--- src/design/tts_pkg.sv ---
// ----------------------------------------------------------------------------
// tts_pkg - shared types and constants of the token sampler
// Sizes, opcodes, register indexes, command/status bundles, exp table builder.
// ----------------------------------------------------------------------------
package tts_pkg;

  localparam int VOCAB           = 32768;
  localparam int MAX_K           = 64;
  localparam int EXP_TABLE_DEPTH = 1024;

  localparam int TOK_W   = 15;
  localparam int LOGIT_W = 16;
  localparam int FRAC_W  = 16;
  localparam int KEEP_W  = 7;
  localparam int CFG_IDX_W  = 2;
  localparam int CFG_DATA_W = 16;

  localparam int ADDR_W = $clog2(VOCAB);
  localparam int CNT_W  = $clog2(MAX_K + 1);
  localparam int EXP_W  = $clog2(EXP_TABLE_DEPTH);
  localparam int WT_W   = 17;
  localparam int SUM_W  = WT_W + CNT_W;
  localparam int PROD_W = SUM_W + 16;

  // opcodes
  localparam logic [1:0] OP_CLEAR = 2'd0;
  localparam logic [1:0] OP_MARK  = 2'd1;
  localparam logic [1:0] OP_LOAD  = 2'd2;
  localparam logic [1:0] OP_DRAW  = 2'd3;

  // register indexes
  localparam logic [CFG_IDX_W-1:0] REG_KEEP    = 2'd0;
  localparam logic [CFG_IDX_W-1:0] REG_NUCLEUS = 2'd1;
  localparam logic [CFG_IDX_W-1:0] REG_INV_T   = 2'd2;
  localparam logic [CFG_IDX_W-1:0] REG_INV_P   = 2'd3;

  // draw pass selection
  localparam logic [1:0] MODE_NONE  = 2'd0;
  localparam logic [1:0] MODE_TOTAL = 2'd1;
  localparam logic [1:0] MODE_NUCL  = 2'd2;
  localparam logic [1:0] MODE_PICK  = 2'd3;

  typedef struct packed {
    logic       acc;
    logic       clr_en;
    logic       mul_en;
    logic       mul_pen;
    logic       sat_en;
    logic       sat_drop16;
    logic       ins_en;
    logic       dr_start;
    logic       pass_start;
    logic       rot_en;
    logic [1:0] acc_mode;
    logic       thr_en;
    logic       rth_en;
    logic       fin_en;
  } cmd_t;

  typedef struct packed {
    logic clr_last;
    logic mark_p;
    logic mark_g;
    logic n_zero;
    logic rot_last;
    logic out_busy;
  } sts_t;

  typedef logic [WT_W-1:0] exp_rom_t [EXP_TABLE_DEPTH];

  // exp(-i/64) in Q1.16, built by the fixed-point recurrence
  function automatic exp_rom_t build_exp_rom();
    exp_rom_t    r;
    logic [63:0] v;
    logic [63:0] t;
    v = 64'd1 << 32;
    for (int i = 0; i < EXP_TABLE_DEPTH; i++) begin
      if (i > 0) v = (v * 64'd4228380000 + (64'd1 << 31)) >> 32;
      t = (v + 64'd32768) >> 16;
      r[i] = t[WT_W-1:0];
    end
    return r;
  endfunction

endpackage

--- src/design/tts_ctrl.sv ---
// ----------------------------------------------------------------------------
// tts_ctrl - sampler sequencer
// Steps clear sweep, load scaling/insert and the three draw passes.
// ----------------------------------------------------------------------------
module tts_ctrl (
  input  logic          clk_i,
  input  logic          rst_ni,
  input  logic          in_valid_i,
  input  logic [1:0]    opcode_i,
  output logic          in_ready_o,
  input  tts_pkg::sts_t sts_i,
  output tts_pkg::cmd_t cmd_o
);
  import tts_pkg::*;

  localparam logic [3:0] S_CLR  = 4'd0;
  localparam logic [3:0] S_IDLE = 4'd1;
  localparam logic [3:0] S_MUL  = 4'd2;
  localparam logic [3:0] S_SAT  = 4'd3;
  localparam logic [3:0] S_INS  = 4'd4;
  localparam logic [3:0] S_P1   = 4'd5;
  localparam logic [3:0] S_D1   = 4'd6;
  localparam logic [3:0] S_THR  = 4'd7;
  localparam logic [3:0] S_P2   = 4'd8;
  localparam logic [3:0] S_D2   = 4'd9;
  localparam logic [3:0] S_RTH  = 4'd10;
  localparam logic [3:0] S_P3   = 4'd11;
  localparam logic [3:0] S_D3   = 4'd12;
  localparam logic [3:0] S_FIN  = 4'd13;

  // scaling step: temperature, prompt penalty, generated penalty
  localparam logic [1:0] STEP_T = 2'd0;
  localparam logic [1:0] STEP_P = 2'd1;
  localparam logic [1:0] STEP_G = 2'd2;

  logic [3:0] state_q, state_d;
  logic [1:0] step_q, step_d;
  logic       acc;

  assign in_ready_o = state_q == S_IDLE;
  assign acc        = in_valid_i && in_ready_o;

  always_comb begin
    state_d = state_q;
    step_d  = step_q;
    cmd_o   = '0;
    cmd_o.acc = acc;
    case (state_q)
      S_CLR: begin
        cmd_o.clr_en = 1'b1;
        if (sts_i.clr_last) state_d = S_IDLE;
      end
      S_IDLE: begin
        if (acc) begin
          case (opcode_i)
            OP_CLEAR: state_d = S_CLR;
            OP_LOAD: begin
              state_d = S_MUL;
              step_d  = STEP_T;
            end
            OP_DRAW: begin
              cmd_o.dr_start   = 1'b1;
              cmd_o.pass_start = 1'b1;
              state_d = sts_i.n_zero ? S_FIN : S_P1;
            end
            default: state_d = S_IDLE;
          endcase
        end
      end
      S_MUL: begin
        cmd_o.mul_en  = 1'b1;
        cmd_o.mul_pen = step_q != STEP_T;
        state_d = S_SAT;
      end
      S_SAT: begin
        cmd_o.sat_en     = 1'b1;
        cmd_o.sat_drop16 = step_q != STEP_T;
        state_d = S_INS;
        if (step_q == STEP_T && sts_i.mark_p) begin
          step_d  = STEP_P;
          state_d = S_MUL;
        end else if (step_q != STEP_G && sts_i.mark_g) begin
          step_d  = STEP_G;
          state_d = S_MUL;
        end
      end
      S_INS: begin
        cmd_o.ins_en = 1'b1;
        state_d = S_IDLE;
      end
      S_P1: begin
        cmd_o.rot_en   = 1'b1;
        cmd_o.acc_mode = MODE_TOTAL;
        if (sts_i.rot_last) state_d = S_D1;
      end
      S_D1: begin
        cmd_o.acc_mode = MODE_TOTAL;
        state_d = S_THR;
      end
      S_THR: begin
        cmd_o.thr_en     = 1'b1;
        cmd_o.pass_start = 1'b1;
        state_d = S_P2;
      end
      S_P2: begin
        cmd_o.rot_en   = 1'b1;
        cmd_o.acc_mode = MODE_NUCL;
        if (sts_i.rot_last) state_d = S_D2;
      end
      S_D2: begin
        cmd_o.acc_mode = MODE_NUCL;
        state_d = S_RTH;
      end
      S_RTH: begin
        cmd_o.rth_en     = 1'b1;
        cmd_o.pass_start = 1'b1;
        state_d = S_P3;
      end
      S_P3: begin
        cmd_o.rot_en   = 1'b1;
        cmd_o.acc_mode = MODE_PICK;
        if (sts_i.rot_last) state_d = S_D3;
      end
      S_D3: begin
        cmd_o.acc_mode = MODE_PICK;
        state_d = S_FIN;
      end
      S_FIN: begin
        if (!sts_i.out_busy) begin
          cmd_o.fin_en = 1'b1;
          state_d = S_IDLE;
        end
      end
      default: state_d = S_IDLE;
    endcase
  end

  always_ff @(posedge clk_i or negedge rst_ni) begin
    if (!rst_ni) begin
      state_q <= S_CLR;
      step_q  <= STEP_T;
    end else begin
      state_q <= state_d;
      step_q  <= step_d;
    end
  end

endmodule

--- config.mk ---
export PLATFORM = sky130hd
export DESIGN_NAME = tts_ctrl
export DESIGN_NICKNAME = d
export VERILOG_FILES = /design/src/design/tts_pkg.sv /design/src/design/tts_ctrl.sv
export SDC_FILE = /design/constraint.sdc
export NUM_CORES = 1
export LEC_CHECK = 0
export BUFFER_PORTS_ARGS = -buffer_cell sky130_fd_sc_hd__buf_4
export CORE_UTILIZATION = 30
export CTS_CLUSTER_DIAMETER = 100
export DETAILED_ROUTE_END_ITERATION = 10
export SLEW_MARGIN = 10
export SYNTH_ARGS = -nofsm -noshare
export SYNTH_HDL_FRONTEND = slang
export SYNTH_SLANG_ARGS = --single-unit
--- constraint.sdc ---
create_clock -name clk_i -period 3.9 [get_ports clk_i]
set_clock_uncertainty 0.05 [all_clocks]
set_input_delay 0.585 -clock clk_i [delete_from_list [all_inputs] [get_ports clk_i]]
set_output_delay 0.585 -clock clk_i [all_outputs]
set_load 0.02 [all_outputs]
==> metrics.log, run 1 <==
[metrics] status: finished, final reports clean
[metrics] Least-Margin Pin Slew: 0.4867 ns
[metrics] Register Area: 150.1 µm²
[metrics] end-of-flow core utilization: 0.4338
[metrics] drt initial violations: 26
[metrics] filler cell count: 218
[metrics] share of flip-flops with an asynchronous set or reset: 1.000
[metrics] combined area of the multi-input logic cells: 465.4 µm²
[metrics] area growth from synthesis to final layout: 29.91%
[metrics] first-pass GRT wire length: 3332 µm
[metrics] Reg-to-Reg End: state_q[0]
[metrics] unrepaired setup endpoints after global routing: false
[metrics] CTS Root Buffer Type: sky130_fd_sc_hd__clkbuf_4
[metrics] worst-skew pair later-pin latency: 0.25 ns
[metrics] clock transition at the registers of the reported paths: 0.05 ns
[metrics] leading cell types by total area after synthesis: sky130_fd_sc_hd__dfrtp_1 (22%), sky130_fd_sc_hd__nor2_1 (7.2%), sky130_fd_sc_hd__nand2_1 (6.6%), sky130_fd_sc_hd__nand2b_1 (6.4%), sky130_fd_sc_hd__o21ai_0 (5.1%)
[metrics] endpoints failing hold: 0
[metrics] share of Yosys cell area claimed by the top area cell type: 0.2202
[metrics] maximum clock frequency: 0.4039 GHz
[metrics] Static Leak: 0.4187 nW
[metrics] initial antenna violation count: 0
[metrics] number of nets in the layout: 129
[metrics] average detailed-routed wire length per instance: 12.72 µm
[metrics] cell row count: 16
[metrics] fin crit share: 0.6349
[metrics] aggregate negative setup slack: 0 ns
[metrics] total detailed-routing wirelength: 1819 µm
[metrics] required time of the critical path: 3.26 ns
[metrics] CTS Buf Count: 3
[metrics] DR DRC count: 0
[metrics] starting utilization of the core area: 0.3339
[metrics] layout cell share with drive strength beyond 1: 0.3017
[metrics] r2r setup slk: 1.89 ns
[metrics] most frequently used cell type in the post-synthesis netlist: sky130_fd_sc_hd__nor2_1
[metrics] maximum number of pins on one net before global-route repair: 18
[metrics] worst flop-to-flop path startpoint: state_q[0]
[metrics] number of max-slew violations in the final report: 0
[metrics] Worst setup startpoint: state_q[3]
[metrics] data arrival at the endpoint of the critical path: 1.84 ns
[metrics] via count: 760
[metrics] critical path class: flop to output pin
[metrics] worst reg-to-reg path cell count: 5
[metrics] setup violators final: 0
[metrics] yosys synthesis warning count: 0
[metrics] TritonCTS clock tree: built
[metrics] Pre-antenna DRT Iters: 4
[metrics] cts-stage hold buffer count: 0
[metrics] Avg Cell Area, Syn: 7.254 µm²
[metrics] most frequent cells after synthesis: sky130_fd_sc_hd__nor2_1 (13), sky130_fd_sc_hd__nand2_1 (12), sky130_fd_sc_hd__nand2b_1 (7), sky130_fd_sc_hd__o21ai_0 (7)
[metrics] global placer's final weighted congestion: 0.8213
[metrics] number of enable flip-flop cells after synthesis: 0
[metrics] number of I/O port buffers: 26
[metrics] power density over cell area: 775.4 nW/µm²
[metrics] critical path endpoint category: output pin
[metrics] number of instances in the synthesized netlist: 94
[metrics] buffer count from post-CTS setup fixing: 0
[metrics] synthesized cell area: 681.9 µm²
[metrics] Core Region: 2042 µm²
[metrics] largest buffer count on any clock path: 2
[metrics] Diodes inserted: 0
[metrics] worst max-slew margin expressed relative to the limit: 0.6756
[metrics] overall die height: 49.68 µm
[metrics] final critical path time including I/O delays and setup: 2.476 ns
[metrics] vias in the first global route: 721
[metrics] cell taking the most area after synthesis: sky130_fd_sc_hd__dfrtp_1
[metrics] Resized Gates After CTS: 0
[metrics] highest ir drop seen on vdd: 0.3563 mV
[metrics] Global Route Usage Sum: 0.1768
[metrics] CTS sink cnt: 6
[metrics] nets in the synthesized netlist: 105
[metrics] Max-Cap Viols: 0
[metrics] count of boundary I/O pins: 27
[metrics] most used flip-flop cell after synthesis: sky130_fd_sc_hd__dfrtp_1
[metrics] area enclosed by the die boundary: 2468 µm²
[metrics] number of levels in the clock H-tree: 1
[metrics] kind of path behind the tightest hold check: input port to asynchronous set/reset pin
[metrics] vias per cell: 5.315
[metrics] maximum fanout encountered on the critical timing path: 14
[metrics] startpoint class of the critical path: flop
[metrics] fraction of the yosys area taken by sequential cells: 0.2202
[metrics] Post-DRT Antenna Nets: 0
[metrics] total congestion overflow: 0
[metrics] Die W: 49.68 µm
[metrics] number of distinct standard cells referenced by the synthesized netlist: 39
[metrics] post-synthesis sequential element count: 6
[metrics] Post-DP HPWL: 1441 µm
==> layout by cell type, fill, tap and decap left out <==
| cell | count |
|---|---|
| sky130_fd_sc_hd__dfrtp_1 | 6 |
| sky130_fd_sc_hd__nand4b_1 | 1 |
| sky130_fd_sc_hd__o22a_1 | 1 |
| sky130_fd_sc_hd__or3_1 | 1 |
| sky130_fd_sc_hd__a221oi_2 | 1 |
| sky130_fd_sc_hd__mux2i_1 | 1 |
| sky130_fd_sc_hd__o311ai_0 | 1 |
| sky130_fd_sc_hd__o21bai_1 | 1 |
| sky130_fd_sc_hd__nand2_1 | 12 |
| sky130_fd_sc_hd__o21a_1 | 1 |
| sky130_fd_sc_hd__o21ai_1 | 1 |
| sky130_fd_sc_hd__o22ai_1 | 1 |
| sky130_fd_sc_hd__o21ai_2 | 1 |
| sky130_fd_sc_hd__inv_1 | 5 |
| sky130_fd_sc_hd__nand2b_4 | 1 |
| sky130_fd_sc_hd__clkbuf_4 | 3 |
| sky130_fd_sc_hd__nor2b_1 | 2 |
| sky130_fd_sc_hd__a21oi_2 | 1 |
| sky130_fd_sc_hd__or4_1 | 1 |
| sky130_fd_sc_hd__or2_2 | 1 |
| sky130_fd_sc_hd__nand2b_1 | 7 |
| sky130_fd_sc_hd__nor3_1 | 6 |
| sky130_fd_sc_hd__a32o_1 | 1 |
| sky130_fd_sc_hd__o21ai_0 | 7 |
| sky130_fd_sc_hd__a21oi_1 | 1 |
| sky130_fd_sc_hd__xor2_1 | 1 |
| sky130_fd_sc_hd__nand3_1 | 2 |
| sky130_fd_sc_hd__and3_1 | 1 |
| sky130_fd_sc_hd__or2_1 | 1 |
| sky130_fd_sc_hd__a21o_1 | 1 |
| sky130_fd_sc_hd__o2bb2ai_4 | 1 |
| sky130_fd_sc_hd__nor2_1 | 13 |
| sky130_fd_sc_hd__a211o_1 | 1 |
| sky130_fd_sc_hd__mux2_1 | 1 |
| sky130_fd_sc_hd__buf_4 | 26 |
| sky130_fd_sc_hd__o31ai_1 | 1 |
| sky130_fd_sc_hd__a31oi_1 | 2 |
==> worst max-delay path by stage <==
| stage | slack, ns | depth (start not counted) | to |
|---|---|---|---|
| after detailed placement | 1.70 | 6 | cmd_o[6] |
| after CTS | 1.42 | 6 | cmd_o[6] |
| after floorplan | 1.44 | 6 | cmd_o[6] |
| after global placement | 1.73 | 4 | cmd_o[5] |
| final | 1.42 | 6 | cmd_o[6] |
| after global routing | 1.23 | 6 | cmd_o[6] |
==> state kept, by name, summed over array words and instances (netlist names) <==
| name | flops |
|---|---|
| state_q | 4 |
| step_q | 2 |
==> where the power goes <==
group          switching, mW  leakage, nW  internal [mW]
clock network         0.0222       0.0138         0.0348
registers             0.0783       0.0745         0.0900
logic                  0.256        0.330          0.206
total                  0.357        0.419          0.330
==> layer usage <==
layer | track usage | vias up | wire length (µm)
met5 | 0 | - | 0
met4 | 0.08571 | 0 | 19
met3 | 0.04012 | 4 | 138
met2 | 0.2658 | 27 | 898
met1 | 0.2355 | 355 | 763
li1 | - | 374 | -
==> area by class of cell <==
type	instances	share of cell area
clock buffers	3	0.02542
inverters	5	0.02119
multi-input cells	76	0.5254
flip-flops and latches	6	0.1695
well taps	27	0.03814
repair buffers	26	0.2203
==> per-stage QoR <==
step / hold WS, ns / power, mW / std cells / instance area (µm²) / setup WS [ns]
after floorplan: 0.2394 / 0.5111 / 94 / 681.9 / 1.440
after global placement: 0.3477 / 0.6323 / 140 / 863.3 / 1.728
after detailed placement: 0.3506 / 0.6276 / 140 / 863.3 / 1.703
after CTS: 0.08286 / 0.6899 / 143 / 885.9 / 1.425
after global routing: 0.08359 / 0.7572 / 143 / 885.9 / 1.234
final: 0.08910 / 0.6869 / 143 / 885.9 / 1.424
==> critical path: stages, from the launching register on <==
cell and delay, ns:
sky130_fd_sc_hd__dfrtp_1 0.52, sky130_fd_sc_hd__or2_1 0.40, sky130_fd_sc_hd__nor2_1 0.18, sky130_fd_sc_hd__nand2_1 0.10, sky130_fd_sc_hd__nor2_1 0.15, sky130_fd_sc_hd__a21o_1 0.10, sky130_fd_sc_hd__buf_4 0.13
==> logic make-up after synthesis <==
group / after synthesis / share of synthesized area
multiplexers: 2 / 0.03119
AO/OA/AOI/OAI: 24 / 0.2789
buffers and inverters: 12 / 0.09724
flip-flops: 6 / 0.2202
AND/OR/NAND/NOR: 49 / 0.3597
XOR/XNOR: 1 / 0.01285
Power figures use the tool's default switching activity.
==> run 2: changes to the inputs <==
- clock period: 3.9 -> 2.4 ns (I/O delays scaled with it)
==> metrics.log, run 2 (synthesized netlist as in run 1, its figures left out) <==
[metrics] Diodes inserted: 0 (unchanged)
[metrics] data arrival at the endpoint of the critical path: 1.79 ns (-0.05 ns)
[metrics] CTS sink cnt: 6 (unchanged)
[metrics] maximum clock frequency: 0.4552 GHz
[metrics] Top Registers: state_q: 4 flops, step_q: 2 flops
[metrics] Core Region: 2042 µm² (unchanged)
[metrics] maximum fanout encountered on the critical timing path: 15 (+1)
[metrics] clock transition at the registers of the reported paths: 0.04 ns (about the same)
[metrics] maximum number of pins on one net before global-route repair: 16 (-2)
[metrics] status: finished, final reports clean
[metrics] Static Leak: 0.4429 nW (+5.8%)
[metrics] required time of the critical path: 1.99 ns (-1.27 ns)
[metrics] total detailed-routing wirelength: 1865 µm (+2.5%)
[metrics] number of levels in the clock H-tree: 1 (unchanged)
[metrics] placed instance area: 893.4 µm² (+3.5%)
[metrics] aggregate negative setup slack: 0 ns (unchanged)
[metrics] Post-DP HPWL: 1514 µm (+5.1%)
[metrics] layout cell share with drive strength beyond 1: 0.3306 (+0.02885)
[metrics] max FFs per register: 4 (unchanged)
[metrics] top library cells by usage in the layout, fill and taps aside: sky130_fd_sc_hd__buf_4 (30), sky130_fd_sc_hd__nor2_1 (13), sky130_fd_sc_hd__nand2_1 (12)
[metrics] power density over cell area: 1269 nW/µm² (+64%)
[metrics] critical path endpoint category: output pin
[metrics] highest ir drop seen on vdd: 0.5382 mV (+51%)
[metrics] filler cell count: 219 (+0.46%)
[metrics] largest stage delay on the critical path: 0.51 ns (about the same)
[metrics] total congestion overflow: 0 (unchanged)
[metrics] critical path cell sequence: or2_4 > nor2_1 > nand2_1 > nor2_1 > a21o_1 > buf_4
[metrics] first-pass GRT wire length: 3408 µm (+2.3%)
[metrics] vias in the first global route: 770 (+6.8%)
[metrics] DR DRC count: 0 (unchanged)
[metrics] worst-skew pair later-pin latency: 0.24 ns (about the same)
[metrics] critical path class: flop to output pin
[metrics] Global Route Usage Sum: 0.1761 (-0.0007563)
[metrics] non-filler instance count after layout: 148 (+3.5%)
[metrics] worst max-slew margin expressed relative to the limit: 0.7400 (+0.06439)
[metrics] Max-Cap Viols: 0 (unchanged)
[metrics] number of nets in the layout: 134 (+3.9%)
[metrics] startpoint class of the critical path: flop
[metrics] Setup WS post-layout: 0.2032 ns (-1.221 ns)
[metrics] r2r setup slk: 0.50 ns (-1.39 ns)
[metrics] initial antenna violation count: 0 (unchanged)
[metrics] Worst setup startpoint: state_q[2]
[metrics] worst flop-to-flop path startpoint: state_q[2]
[metrics] average detailed-routed wire length per instance: 12.60 µm (-0.93%)
[metrics] endpoints failing hold: 0 (unchanged)
[metrics] Least-Margin Pin Slew: 0.3901 ns (-0.09659 ns)
[metrics] vias per cell: 5.216 (-1.9%)
[metrics] worst hold start: opcode_i[1]
[metrics] area growth from synthesis to final layout: 36.15%
[metrics] end-of-flow core utilization: 0.4547 (+0.02083)
[metrics] largest register by flop count: state_q
[metrics] drt initial violations: 25 (-3.8%)
[metrics] setup violators final: 0 (unchanged)
[metrics] final critical path time including I/O delays and setup: 2.197 ns
[metrics] Pre-antenna DRT Iters: 4 (unchanged)
[metrics] count of boundary I/O pins: 27 (unchanged)
[metrics] starting utilization of the core area: 0.3339 (unchanged)
[metrics] Post-DRT Antenna Nets: 0 (unchanged)
[metrics] Setup WS pre-CTS: 0.3869 ns (-1.316 ns)
[metrics] hold_ws: 0.3043 ns (+0.2152 ns)
[metrics] number of I/O port buffers: 26 (unchanged)
[metrics] largest buffer count on any clock path: 2 (unchanged)
[metrics] unrepaired setup endpoints after global routing: false
[metrics] most common cell after layout, fill and taps aside: sky130_fd_sc_hd__buf_4
[metrics] kind of path behind the tightest hold check: input port to flop
[metrics] final non-filler cell area: 928.4 µm² (+4.8%)
[metrics] number of max-slew violations in the final report: 0 (unchanged)
[metrics] overall die height: 49.68 µm (unchanged)
[metrics] slowest cell on the critical path: sky130_fd_sc_hd__dfrtp_1
[metrics] CTS Root Buffer Type: sky130_fd_sc_hd__clkbuf_4
[metrics] fin crit share: 0.9154
[metrics] Die W: 49.68 µm (unchanged)
[metrics] total placed cells including tap cells: 144 (+2.9%)
[metrics] CTS Buf Count: 3 (unchanged)
[metrics] TritonCTS clock tree: built
[metrics] most repeated library cell on the critical path: sky130_fd_sc_hd__nor2_1
[metrics] cell row count: 16 (unchanged)
[metrics] Power Total: 1.178 mW (+71%)
[metrics] via count: 772 (+1.6%)
[metrics] area enclosed by the die boundary: 2468 µm² (unchanged)
[metrics] global placer's final weighted congestion: 0.8913 (+8.5%)
## run 2: cell types whose count changed in the layout (fill, tap and decap cells not counted)
cell / previous run / this run
sky130_fd_sc_hd__or2_1: 1 / 0
sky130_fd_sc_hd__dlygate4sd3_1: 0 / 1
sky130_fd_sc_hd__or2_4: 0 / 1
sky130_fd_sc_hd__buf_4: 26 / 30
## run 2: layout make-up
| cell class | instances | area, µm² | share of cell area |
|---|---|---|---|
| clock buffers | 3 | 22.52 | 0.02426 |
| inverters | 5 | 18.77 | 0.02022 |
| multi-input cells | 76 | 467.9 | 0.5040 |
| flip-flops and latches | 6 | 150.1 | 0.1617 |
| well taps | 27 | 33.78 | 0.03639 |
| repair buffers | 31 | 235.2 | 0.2534 |
## run 2: worst paths after layout
check,to,depth (start not counted)
max,cmd_o[6],6
min,step_q[1],2
max reg2reg,state_q[0],5
min reg2reg,step_q[1],2
max in group asynchronous,step_q[1],2
min in group asynchronous,state_q[1],2
## run 2: what timing repair did
| action | 4_1_cts | 5_1_grt |
|---|---|---|
| hold buffers | 1 | 0 |
| endpoints found under the setup margin | 0 | 1 |
| hold endpoints to repair | 6 | 0 |
| buffers inserted | 0 | 0 |
| resized for setup | 0 | 1 |
## run 2: power by group
part / leakage (nW) / switching [mW] / internal (mW) / total (mW)
logic: 0.355 / 0.476 / 0.381 / 0.857
registers: 0.0745 / 0.0830 / 0.147 / 0.230
clock network: 0.0138 / 0.0339 / 0.0564 / 0.0903
total: 0.443 / 0.593 / 0.585 / 1.18
## run 2: metal layers
| metal | up-vias | wire length [µm] | part of all wire | GRT usage |
|---|---|---|---|---|
| met5 | - | 0 | 0 | 0 |
| met4 | 0 | 6 | 0.0032 | 0.03810 |
| met3 | 2 | 123 | 0.066 | 0.04321 |
| met2 | 27 | 931 | 0.50 | 0.2658 |
| met1 | 360 | 803 | 0.43 | 0.2500 |
| li1 | 383 | - | - | - |
## run 2: critical path, delay by kind of cell (launching register included)
family | cells | cell delay, ns
and+or+nand+nor | 4 | 0.80
buffers and inverters | 1 | 0.13
DFF | 1 | 0.51
AOI/OAI and AO/OA | 1 | 0.11
